### config.mk
export PLATFORM = sky130hd
export DESIGN_NAME = event_queue_fifo_lifo_with_margin_core
export DESIGN_NICKNAME = d
export VERILOG_FILES = /design/src/eqflm_pkg.sv /design/src/eqflm_ring_ram.sv /design/src/eqflm_queue.sv /design/src/event_queue_fifo_lifo_with_margin_core.sv
export SDC_FILE = /design/constraint.sdc
export NUM_CORES = 1
export LEC_CHECK = 0
export ABC_AREA = 1
export BUFFER_PORTS_ARGS = -buffer_cell sky130_fd_sc_hd__buf_2
export CORE_AREA = 2 2 407 409
export DETAILED_ROUTE_END_ITERATION = 16
export DIE_AREA = 0 0 409 411
export GPL_TIMING_DRIVEN = 0
export PLACE_DENSITY = 0.47
export REMOVE_ABC_BUFFERS = 1
export SYNTH_ARGS = -nofsm -noshare
export SYNTH_HDL_FRONTEND = slang
export SYNTH_HIERARCHICAL = 1
export SYNTH_SLANG_ARGS = --single-unit
### constraint.sdc
create_clock -name clock -period 8.16 [get_ports clock]
set_input_delay 0.408 -clock clock [delete_from_list [all_inputs] [get_ports clock]]
set_output_delay 0.408 -clock clock [all_outputs]
set_load 0.05 [all_outputs]
### src/eqflm_pkg.sv
`timescale 1ns / 1ps
`default_nettype none

package eqflm_pkg;

   localparam int RING_DEPTH_DEF = 64;
   localparam int EVENT_BITS_DEF = 16;
   localparam int HANDLE_BITS    = 16;
   localparam int COUNT_BITS     = 7;
   localparam int OP_BITS        = 2;
   localparam int STATUS_BITS    = 2;

   typedef enum logic [OP_BITS-1:0] {
      OP_POST_FIFO = 2'd0,
      OP_POST_LIFO = 2'd1,
      OP_GET       = 2'd2
   } op_type;

   typedef enum logic [STATUS_BITS-1:0] {
      ST_DONE     = 2'd0,
      ST_MARGIN   = 2'd1,
      ST_OVERFLOW = 2'd2,
      ST_EMPTY    = 2'd3
   } status_type;

   typedef struct packed {
      status_type             status;
      logic [HANDLE_BITS-1:0] event_out;
      logic [COUNT_BITS-1:0]  free_now;
      logic [COUNT_BITS-1:0]  min_free_now;
   } rsp_type;

endpackage

`default_nettype wire

### src/eqflm_ring_ram.sv
`timescale 1ns / 1ps
`default_nettype none

module eqflm_ring_ram #(
   parameter int DEPTH = eqflm_pkg::RING_DEPTH_DEF,
   parameter int WIDTH = eqflm_pkg::EVENT_BITS_DEF,
   parameter int AW    = (DEPTH > 1) ? $clog2(DEPTH) : 1
) (
   input  wire logic             clock,
   input  wire logic             wr_en,
   input  wire logic [AW-1:0]    wr_addr,
   input  wire logic [WIDTH-1:0] wr_data,
   input  wire logic             rd_en,
   input  wire logic [AW-1:0]    rd_addr,
   output logic      [WIDTH-1:0] rd_data
);

   logic [WIDTH-1:0] ram_ff [0:DEPTH-1];
   logic [WIDTH-1:0] rd_data_ff;

   always_ff @(posedge clock) begin
      if (wr_en) begin
         ram_ff[wr_addr] <= wr_data;
      end
   end

   // read data holds until the next read
   always_ff @(posedge clock) begin
      if (rd_en) begin
         rd_data_ff <= ram_ff[rd_addr];
      end
   end

   assign rd_data = rd_data_ff;

endmodule

`default_nettype wire

### src/eqflm_queue.sv
`timescale 1ns / 1ps
`default_nettype none

module eqflm_queue #(
   parameter int RING_DEPTH = eqflm_pkg::RING_DEPTH_DEF,
   parameter int EVENT_BITS = eqflm_pkg::EVENT_BITS_DEF,
   parameter int EW = (EVENT_BITS < eqflm_pkg::HANDLE_BITS) ? EVENT_BITS
                                                            : eqflm_pkg::HANDLE_BITS,
   parameter int IW = (RING_DEPTH > 1) ? $clog2(RING_DEPTH) : 1
) (
   input  wire logic                                 clock,
   input  wire logic                                 reset,
   input  wire logic                                 cfg_we,
   input  wire logic [eqflm_pkg::COUNT_BITS-1:0]     cfg_len,
   input  wire logic                                 fire,
   input  wire logic [eqflm_pkg::OP_BITS-1:0]        op,
   input  wire logic [eqflm_pkg::HANDLE_BITS-1:0]    handle,
   input  wire logic                                 use_margin,
   input  wire logic [eqflm_pkg::COUNT_BITS-1:0]     margin,
   output eqflm_pkg::rsp_type                        rsp,
   output logic                                      ram_wr_en,
   output logic      [IW-1:0]                        ram_wr_addr,
   output logic      [EW-1:0]                        ram_wr_data,
   output logic                                      ram_rd_en,
   output logic      [IW-1:0]                        ram_rd_addr,
   input  wire logic [EW-1:0]                        ram_rd_data
);

   localparam int LW = $clog2(RING_DEPTH + 2);
   localparam int CW = (LW > eqflm_pkg::COUNT_BITS) ? LW : eqflm_pkg::COUNT_BITS;

   logic [LW-1:0] len_ff,   len_in;
   logic          fv_ff,    fv_in;
   logic [EW-1:0] front_ff, front_in;
   logic          pend_ff,  pend_in;
   logic [IW-1:0] head_ff,  head_in;
   logic [IW-1:0] tail_ff,  tail_in;
   logic [LW-1:0] free_ff,  free_in;
   logic [LW-1:0] min_ff,   min_in;

   logic [EW-1:0] front_cur;
   logic [EW-1:0] ev;
   logic [LW-1:0] len_m1;
   logic [IW-1:0] head_dn;
   logic [IW-1:0] tail_dn;
   logic [LW-1:0] tail_up_w;
   logic [IW-1:0] tail_up;
   logic [LW-1:0] free_dec;
   logic [LW-1:0] free_inc;
   logic [LW-1:0] min_dec;
   logic [LW-1:0] cfg_sat;
   logic          fifo_ok;

   // front slot refilled from the ring last beat: take it straight from the read port
   assign front_cur = pend_ff ? ram_rd_data : front_ff;
   assign ev        = handle[EW-1:0];

   assign len_m1    = len_ff - LW'(1);
   assign head_dn   = (head_ff == '0) ? IW'(len_m1) : head_ff - IW'(1);
   assign tail_dn   = (tail_ff == '0) ? IW'(len_m1) : tail_ff - IW'(1);
   assign tail_up_w = LW'(tail_ff) + LW'(1);
   assign tail_up   = (tail_up_w >= len_ff) ? '0 : IW'(tail_up_w);
   assign free_dec  = free_ff - LW'(1);
   assign free_inc  = free_ff + LW'(1);
   assign min_dec   = (min_ff > free_dec) ? free_dec : min_ff;
   assign cfg_sat   = (CW'(cfg_len) > CW'(RING_DEPTH)) ? LW'(RING_DEPTH) : LW'(cfg_len);
   assign fifo_ok   = use_margin ? (CW'(free_ff) > CW'(margin)) : (free_ff != '0);

   always_comb begin
      len_in      = len_ff;
      fv_in       = fv_ff;
      front_in    = front_ff;
      pend_in     = pend_ff;
      head_in     = head_ff;
      tail_in     = tail_ff;
      free_in     = free_ff;
      min_in      = min_ff;
      ram_wr_en   = 1'b0;
      ram_wr_addr = head_ff;
      ram_wr_data = ev;
      ram_rd_en   = 1'b0;
      ram_rd_addr = tail_ff;
      rsp.status    = eqflm_pkg::ST_DONE;
      rsp.event_out = '0;

      if (cfg_we) begin
         len_in   = cfg_sat;
         fv_in    = 1'b0;
         front_in = '0;
         pend_in  = 1'b0;
         head_in  = '0;
         tail_in  = '0;
         free_in  = cfg_sat + LW'(1);
         min_in   = cfg_sat + LW'(1);
      end else if (fire) begin
         front_in = front_cur;
         pend_in  = 1'b0;
         unique case (eqflm_pkg::op_type'(op))
            eqflm_pkg::OP_POST_FIFO: begin
               if (!fifo_ok) begin
                  rsp.status = use_margin ? eqflm_pkg::ST_MARGIN : eqflm_pkg::ST_OVERFLOW;
               end else begin
                  free_in = free_dec;
                  min_in  = min_dec;
                  if (!fv_ff) begin
                     front_in = ev;
                     fv_in    = 1'b1;
                  end else if (len_ff != '0) begin
                     ram_wr_en = 1'b1;
                     head_in   = head_dn;
                  end
               end
            end
            eqflm_pkg::OP_POST_LIFO: begin
               if (free_ff == '0) begin
                  rsp.status = eqflm_pkg::ST_OVERFLOW;
               end else begin
                  free_in = free_dec;
                  min_in  = min_dec;
                  if (fv_ff && len_ff != '0) begin
                     // push the old front into the ring above the tail
                     tail_in     = tail_up;
                     ram_wr_en   = 1'b1;
                     ram_wr_addr = tail_up;
                     ram_wr_data = front_cur;
                  end
                  front_in = ev;
                  fv_in    = 1'b1;
               end
            end
            eqflm_pkg::OP_GET: begin
               if (!fv_ff) begin
                  rsp.status = eqflm_pkg::ST_EMPTY;
               end else begin
                  rsp.event_out = eqflm_pkg::HANDLE_BITS'(front_cur);
                  free_in       = free_inc;
                  if (free_inc <= len_ff) begin
                     ram_rd_en = 1'b1;
                     pend_in   = 1'b1;
                     tail_in   = tail_dn;
                  end else begin
                     fv_in    = 1'b0;
                     front_in = '0;
                  end
               end
            end
            default: begin
            end
         endcase
      end

      rsp.free_now     = eqflm_pkg::COUNT_BITS'(free_in);
      rsp.min_free_now = eqflm_pkg::COUNT_BITS'(min_in);
   end

   always_ff @(posedge clock) begin
      if (reset) begin
         len_ff   <= LW'(RING_DEPTH);
         fv_ff    <= 1'b0;
         front_ff <= '0;
         pend_ff  <= 1'b0;
         head_ff  <= '0;
         tail_ff  <= '0;
         free_ff  <= LW'(RING_DEPTH + 1);
         min_ff   <= LW'(RING_DEPTH + 1);
      end else begin
         len_ff   <= len_in;
         fv_ff    <= fv_in;
         front_ff <= front_in;
         pend_ff  <= pend_in;
         head_ff  <= head_in;
         tail_ff  <= tail_in;
         free_ff  <= free_in;
         min_ff   <= min_in;
      end
   end

   a_free_bound: assert property (@(posedge clock) disable iff (reset)
      ({1'b0, free_ff} <= {1'b0, len_ff} + (LW+1)'(1)))
      else $error("free count above capacity");

   a_min_le_free: assert property (@(posedge clock) disable iff (reset)
      (min_ff <= free_ff))
      else $error("low-water mark above free count");

   a_pend_front: assert property (@(posedge clock) disable iff (reset)
      (pend_ff |-> fv_ff))
      else $error("ring refill pending with empty front slot");

   a_full_no_front_empty: assert property (@(posedge clock) disable iff (reset)
      (!fv_ff |-> (free_ff == len_ff + LW'(1))))
      else $error("front slot empty while queue holds items");

endmodule

`default_nettype wire

### src/event_queue_fifo_lifo_with_margin_core.sv
`timescale 1ns / 1ps
// Latency: a result beat is registered and appears in the cycle after its request beat is accepted.
// Throughput: one request beat per cycle while the response sink does not stall; a get that refills the front slot
//   reads the ring RAM in that cycle and the data is forwarded to the next beat.
// Reset (synchronous, active high): queue empty, ring length RING_DEPTH,
//   free count and low-water mark RING_DEPTH + 1; ring RAM contents are kept.
`default_nettype none

module event_queue_fifo_lifo_with_margin_core #(
   parameter int RING_DEPTH = eqflm_pkg::RING_DEPTH_DEF,
   parameter int EVENT_BITS = eqflm_pkg::EVENT_BITS_DEF
) (
   input  wire logic                               clock,
   input  wire logic                               reset,
   // request channel
   input  wire logic                               req_valid,
   output logic                                    req_stall,
   input  wire logic [eqflm_pkg::OP_BITS-1:0]      req_operation,
   input  wire logic [eqflm_pkg::HANDLE_BITS-1:0]  req_event_handle,
   input  wire logic                               req_use_margin,
   input  wire logic [eqflm_pkg::COUNT_BITS-1:0]   req_margin,
   // response channel
   output logic                                    rsp_valid,
   input  wire logic                               rsp_stall,
   output logic      [eqflm_pkg::STATUS_BITS-1:0]  rsp_status,
   output logic      [eqflm_pkg::HANDLE_BITS-1:0]  rsp_event_out,
   output logic      [eqflm_pkg::COUNT_BITS-1:0]   rsp_free_now,
   output logic      [eqflm_pkg::COUNT_BITS-1:0]   rsp_min_free_now,
   // ring length register
   input  wire logic                               csr_valid,
   output logic                                    csr_ready,
   input  wire logic [eqflm_pkg::COUNT_BITS-1:0]   csr_ring_length
);

   localparam int EW = (EVENT_BITS < eqflm_pkg::HANDLE_BITS) ? EVENT_BITS
                                                             : eqflm_pkg::HANDLE_BITS;
   localparam int IW = (RING_DEPTH > 1) ? $clog2(RING_DEPTH) : 1;

   logic               fire;
   logic               cfg_we;
   eqflm_pkg::rsp_type rsp_next;
   eqflm_pkg::rsp_type rsp_ff;
   logic               rsp_valid_ff;
   logic               ram_wr_en;
   logic [IW-1:0]      ram_wr_addr;
   logic [EW-1:0]      ram_wr_data;
   logic               ram_rd_en;
   logic [IW-1:0]      ram_rd_addr;
   logic [EW-1:0]      ram_rd_data;

   // Register writes must arrive only while idle (the user's duty; not enforced here); always take them.
   assign csr_ready = 1'b1;
   assign cfg_we    = csr_valid & csr_ready;

   // Hold off requests only while a result beat sits unclaimed and the sink stalls.
   assign req_stall = rsp_valid_ff & rsp_stall;
   assign fire      = req_valid & ~req_stall;

   eqflm_queue #(
      .RING_DEPTH (RING_DEPTH),
      .EVENT_BITS (EVENT_BITS),
      .EW         (EW),
      .IW         (IW)
   ) u_queue (
      .clock       (clock),
      .reset       (reset),
      .cfg_we      (cfg_we),
      .cfg_len     (csr_ring_length),
      .fire        (fire),
      .op          (req_operation),
      .handle      (req_event_handle),
      .use_margin  (req_use_margin),
      .margin      (req_margin),
      .rsp         (rsp_next),
      .ram_wr_en   (ram_wr_en),
      .ram_wr_addr (ram_wr_addr),
      .ram_wr_data (ram_wr_data),
      .ram_rd_en   (ram_rd_en),
      .ram_rd_addr (ram_rd_addr),
      .ram_rd_data (ram_rd_data)
   );

   eqflm_ring_ram #(
      .DEPTH (RING_DEPTH),
      .WIDTH (EW),
      .AW    (IW)
   ) u_ring_ram (
      .clock   (clock),
      .wr_en   (ram_wr_en),
      .wr_addr (ram_wr_addr),
      .wr_data (ram_wr_data),
      .rd_en   (ram_rd_en),
      .rd_addr (ram_rd_addr),
      .rd_data (ram_rd_data)
   );

   // Output register: load on each accepted request, drop once the sink takes it.
   always_ff @(posedge clock) begin
      if (reset) begin
         rsp_valid_ff <= 1'b0;
      end else if (fire) begin
         rsp_valid_ff <= 1'b1;
      end else if (!rsp_stall) begin
         rsp_valid_ff <= 1'b0;
      end
   end

   always_ff @(posedge clock) begin
      if (fire) begin
         rsp_ff <= rsp_next;
      end
   end

   assign rsp_valid        = rsp_valid_ff;
   assign rsp_status       = rsp_ff.status;
   assign rsp_event_out    = rsp_ff.event_out;
   assign rsp_free_now     = rsp_ff.free_now;
   assign rsp_min_free_now = rsp_ff.min_free_now;

endmodule

`default_nettype wire

; ---- Word-level counts from Yosys, hierarchy flattened
; Memory sizes are Yosys's and may differ from the RTL's. A register that Yosys moved wholly into a read port is not among the register bits.
; Index checks and enable logic that the tools add are counted.
[classes]
n_addsub = 7
order_cmp = 5
eq_ne = 8
mux = 64
bitwise_logic = 5
reduce_logical = 14
[ops]
columns = operator, n
row1 = $mux 16, 11
row2 = $mux 7, 11
row3 = $mux 6, 12
row4 = $pmux 16 s3, 1
row5 = $pmux 7 s3, 1
row6 = $mux 1, 19
row7 = $sub 6x1->6 const B, 3
row8 = $add 7x1->7 const B, 2
row9 = $gt 7x7->1, 2
row10 = $pmux 7 s2, 1
row11 = $reduce_bool 7->1, 2
row12 = $logic_not 6->1, 2
row13 = $pmux 6 s2, 1
row14 = $ne 2x1->1 const B, 5
row15 = $mux 2, 4
row16 = $add 6x1->7 const B, 1
row17 = $ge 7x7->1, 1
row18 = $gt 7x7->1 const B, 1
row19 = $le 7x7->1, 1
row20 = $logic_not 7->1, 1
row21 = $sub 7x1->7 const B, 1
row22 = $pmux 2 s3, 1
row23 = $reduce_and 6->1, 1
row24 = $reduce_and 5->1, 1
row25 = other kinds (14), 17
[totals]
register_bits = 84
ram_bits = 1024
inputBits = 38
memories = 1
[memory_table]
columns = memory, depth, width, rd, rd_ports_with_merged_regs, wr, line
row1 = u_ring_ram.ram_ff, 64, 16, 1, 1, 1, eqflm_ring_ram.sv:18  ; logic [WIDTH-1:0] ram_ff [0:DEPTH-1];

; ---- Logic depth before layout (Yosys ltp)
[logic_depth]
ltp_word = 9
depth_mapped = 19

; ---- Cells and area by module
; Netlist, hierarchy kept.
[by_module_without_submodules]
columns = module, n_inst, cells_each, area_each_um2, seq_area_each_um2
row1 = eqflm_ring_ram, 1, 3518, 42256.8, 31230.0
row2 = eqflm_queue, 1, 948, 5465.2, 1021.0
row3 = event_queue_fifo_lifo_with_margin_core, 1, 40, 1021.0, 980.9

; ---- Least setup slack after synthesis
; OpenSTA, ideal clock, no wires.
[synth_timing]
path_type = register -> register
start = reg rsp_valid_ff, in the netlist rsp_valid
end = mem u_ring_ram/ram_ff[36][0] (netlist name), enable pin
arrival_time_ns = 5.193
t_required_ns = 7.730
slack_ns = 2.536
stages_incl_launch_ff = 14
synth_period_minus_slack_ns = 5.624
path_cell_list = dfxtp_1 nand2_2 inv_2 nor2_2 inv_1 nor2_4 nand2_1 nor4_4 clkbuf_1 nand3_1 nand2_1 clkbuf_1 inv_1 nor4_1
[synth_between]
elab_cells_between_ends = 9
classes_between = mux (6) / bitwise (3)
[synth_lines]
columns = item, line
row1 = start: declaration, event_queue_fifo_lifo_with_margin_core.sv:43  ; logic rsp_valid_ff;
row2 = start signal: assignment, event_queue_fifo_lifo_with_margin_core.sv:100  ; rsp_valid_ff <= 1'b0;
row3 = start signal: assignment, event_queue_fifo_lifo_with_margin_core.sv:102  ; rsp_valid_ff <= 1'b1;
row4 = start signal: assignment, event_queue_fifo_lifo_with_margin_core.sv:104  ; rsp_valid_ff <= 1'b0;
row5 = $and 1x1->1, event_queue_fifo_lifo_with_margin_core.sv:56  ; assign req_stall = rsp_valid_ff & rsp_stall;
row6 = net req_stall, event_queue_fifo_lifo_with_margin_core.sv:17  ; output logic req_stall,
row7 = $not 1->1, event_queue_fifo_lifo_with_margin_core.sv:57  ; assign fire = req_valid & ~req_stall;
row8 = $and 1x1->1, event_queue_fifo_lifo_with_margin_core.sv:57
row9 = net fire, event_queue_fifo_lifo_with_margin_core.sv:39  ; logic fire;
row10 = $mux 6, eqflm_queue.sv:95  ; end else if (fire) begin
row11 = $mux 6, eqflm_queue.sv:86  ; if (cfg_we) begin
row12 = net ram_wr_addr[2], event_queue_fifo_lifo_with_margin_core.sv:45  ; logic [IW-1:0] ram_wr_addr;
row13 = end: declaration, eqflm_ring_ram.sv:18
; The timed path passes the listed nets, and every way through them passes these cells.

; ---- Final worst setup path
[layout_timing]
start = in rsp_stall
end = mem u_ring_ram/ram_ff[27][11] (netlist name), enable pin
[layout_between]
elab_cells_between_ends = 9
classes_between = mux (6) / bitwise (3)
[layout_lines]
columns = item, line
row1 = start: declaration, event_queue_fifo_lifo_with_margin_core.sv:24  ; input wire logic rsp_stall,
row2 = $and 1x1->1, event_queue_fifo_lifo_with_margin_core.sv:56
row3 = $not 1->1, event_queue_fifo_lifo_with_margin_core.sv:57
row4 = $and 1x1->1, event_queue_fifo_lifo_with_margin_core.sv:57
row5 = net fire, event_queue_fifo_lifo_with_margin_core.sv:39
row6 = $mux 6, eqflm_queue.sv:95
row7 = $mux 6, eqflm_queue.sv:86
row8 = net ram_wr_addr[1], event_queue_fifo_lifo_with_margin_core.sv:45
; The timed path passes the listed nets, and every way through them passes these cells.

==> results.yml <==
die:
  die_w_um: 409
  core_sq_um: 164000
  die_area_sq_um: 168000
  die_h_um: 411
  start_util: 0.297
  ios: 73
  core.rowCount: 149
logic_synthesis:
  ys_seq_area_frac: 0.682
  syn_avg_cell_area_sq_um: 10.8
  synth_area_sq_um: 48700
  synth-edff-count: 1072
  synthFlopType: "edfxtp_1"
  syn_inst: 4506
  yosys_register_bits: 1124
  yosysWarnings: 6
  async_reset_ff_frac: 0
  synth_cell_types: 51
grt:
  grt_pass1_vias: 31000
  grt_max_degree: 204
  overflow: 0
  grt_use_total: 0.166
  antenna_found_initial: 0
  grt_pass1_wl_um: 210000
worst_setup_path:
  max_stage_delay_ns: 1.15
  cp.arrival_ns: 6.83
  cp.required_ns: 8.51
  crit_chain: "dlygate4sd3_1, buf_2, nand2_2, inv_2, nor2_4, buf_12, inv_1, nor2_4, nand2_1, nor4_4, buf_6, nand2_1, o21ai_1, nand4_1, nor2_2"
  cp.buffers_inverters: 6
  cp-end-kind: "register"
  path_max_fanout: 30
  path_delay_family: "simple AND/OR/NAND/NOR gates"
  critPathKind: "input port to register"
  start_kind: "input port"
  slowest_stage: "nor2_2"
routing:
  avgRoutedWirePerCell_um: 20.8
  vias_per_cell: 4.81
  antenna_left: 0
  dr.first_iter.drc_count: 3121
  drc_errors: 0
  vias: 33100
  routed_wl_um: 143000
  drt_pass1_iterations: 5
layout:
  drive_gt1_frac: 0.108
  stdcell_area_sq_um: 57000
  utilization: 0.348
  syn_to_final_growth_pct: 16.9
  nNetsFinal: 4657
  register_area_sq_um: 33200
  multi_input_area_sq_um: 13700
  nFillCells: 16200
clocking:
  htree_num_levels: 3
  cts_sinks: 1124
  tritoncts: "done"
  cts-root-buf: "clkbuf_16"
  cts_setup_buffers: 0
  ctsLongestPathBuffers: 3
  cts_buffers: 120
  path_clk_slew_ns: 0.06
  clock_latency_ns: 0.75
placement:
  placed_area_sq_um: 53100
  dpl.hpwl_um: 87900
  gp_congestion: 0.833
  portBuffers: 71
power:
  internal_power_w: 0.00956
  p_comb_frac: 0.056
  swShare: 0.229
  p_clk_frac: 0.431
  peakVddDrop_mv: 0.186
  power.switching_w: 0.00284
  cellLeakagePower_nw: 20.6
  seq_power_share: 0.513
  cellPowerDensity_nw_per_um2: 218
sta:
  rsz0062_at_grt: "false"
  max_slew_margin: 0.180
  period_needed_ns: 6.48
  fmax_mhz: 154
  setup_viol: 0
  slew_violations: 0
  finalClockSkew_ns: 0.0289
  fin_hold_ws_ns: 0.0653
  hold_viol: 0
  tightestPinTransition_ns: 1.23
  post-route-period-util: 0.794
  setup_tns_ns: 0
hold_path:
  hold_path.class: "input port to register"
flow_run:
  drv_cap: 0
run_status:
  status: "complete, no violations"
-- per-layer routing --
layer	global-route usage	up-vias	share of wire
met2	0.266	836	0.46
met5	0	-	0
met1	0.236	16300	0.46
met3	0.0192	168	0.049
li1	-	15800	-
met4	0.0490	0	0.023
-- power groups by stage --
stage	clock, W	combinational [W]	sequential, W
after global placement	0	0.000651	0.00656
after detailed placement	0	0.000692	0.00648
final	0.00535	0.000694	0.00636
after CTS	0.00547	0.000697	0.00636
after global routing	0.00567	0.000760	0.00636
after floorplan	0	0.000364	0.00654
-- state kept, by name (all words and copies together), names as in the netlist, 7 cells and up --
name / count
u_ring_ram/ram_ff: 1024
rsp_event_out: 16
u_queue/front_ff: 16
u_ring_ram/rd_data: 16
rsp_free_now: 7
rsp_min_free_now: 7
u_queue/free_ff: 7
u_queue/len_ff: 7
u_queue/min_ff: 7
-- cell usage after synthesis (2+ instances only) --
cell type,number,share of area
nand2_2,5,0.00064
a31oi_1,9,0.0012
o22ai_1,4,0.00051
clkbuf_1,42,0.0032
edfxtp_1,1072,0.66
o21a_1,4,0.00062
nor2_1,122,0.0094
xnor2_1,4,0.00072
o21ai_0,82,0.0084
inv_1,132,0.010
nand2_4,2,0.00046
nor4_1,9,0.0012
a21oi_1,76,0.0078
nand3_1,931,0.096
buf_2,128,0.013
nor2_4,2,0.00046
nand2_1,1592,0.12
xor2_1,19,0.0034
o21ai_1,10,0.0010
buf_4,19,0.0029
buf_1,22,0.0017
nor2_2,4,0.00051
o211ai_1,6,0.00092
a211oi_1,3,0.00046
nor3_1,11,0.0011
ha_1,39,0.010
buf_6,51,0.012
clkinv_1,3,0.00023
nand4_1,21,0.0027
mux2i_1,2,0.00041
o31ai_1,2,0.00031
dfxtp_1,52,0.021
inv_2,8,0.00062
-- layout by cell type (no fill, tap or decap), drive strengths merged, types with 5 or more instances in the layout --
cell,n
a21oi,77
a31oi,9
buf,209
bufinv,9
clkbuf,152
clkinv,60
clkinvlp,5
dfxtp,52
dlygate4sd3,6
edfxtp,1072
ha,39
inv,148
nand2,1600
nand3,932
nand4,21
nor2,129
nor3,13
nor4,10
o211ai,6
o21ai,93
xor2,19
-- final timing paths --
path	end	start	slack (ns)	cells past startpoint
worst max register to register	u_ring_ram/ram_ff[27][11]	rsp_valid	1.69	13
worst min register to register	u_queue/front_ff[14]	u_queue/front_ff[14]	0.47	2
worst max-delay path	u_ring_ram/ram_ff[27][11]	rsp_stall	1.68	15
worst min-delay path	u_queue/len_ff[5]	reset	0.07	2
-- stage by stage --
step / std cells / power [W] / worst slack (ns)
4_1_cts: 6874 / 0.0125 / 1.69
6_report: 6876 / 0.0124 / 1.68
2_1_floorplan: 4243 / 0.00690 / -6.50
5_1_grt: 6875 / 0.0128 / 1.27
3_5_place_dp: 6640 / 0.00717 / 1.51
3_3_place_gp: 6503 / 0.00721 / -26.42
-- cells by family (layout without fill, tap and decap cells) --
logic type	Yosys count	count (layout)	synth area share
adders and majority gates	39	39	0.0100
other	1	2	0.0000769
AOI/OAI and AO/OA	202	202	0.0223
xor gates and xnor gates	23	23	0.00413
muxes	2	2	0.000411
and+or+nand+nor	2706	2706	0.237
DFF	1124	1124	0.682
buffers and inverters	409	589	0.0446
-- worst reg2reg max path, delay by kind of cell (launching register included) --
kind | cells | cell delay [ns]
AOI/OAI and AO/OA | 1 | 0.58
buffers and inverters | 4 | 1.01
DFF | 1 | 0.31
and+or+nand+nor | 8 | 4.19
-- area by class of cell --
type | count | share of cell area
clock buffer | 152 | 0.0557
inverter | 146 | 0.0102
sequential | 1124 | 0.583
multi-input combinational | 2973 | 0.241
tap | 2189 | 0.0481
timing repair buffer | 215 | 0.0506
clock inverter | 76 | 0.0113
antenna | 1 | 0.0000439
-- repair_timing --
| action | CTS | global route |
|---|---|---|
| endpoints found under the hold margin | 6 | 0 |
| setup endpoints to repair | 0 | 0 |
| gates resized for setup | 0 | 0 |
| hold buffers | 6 | 0 |
(Power assumes the default switching activity.)
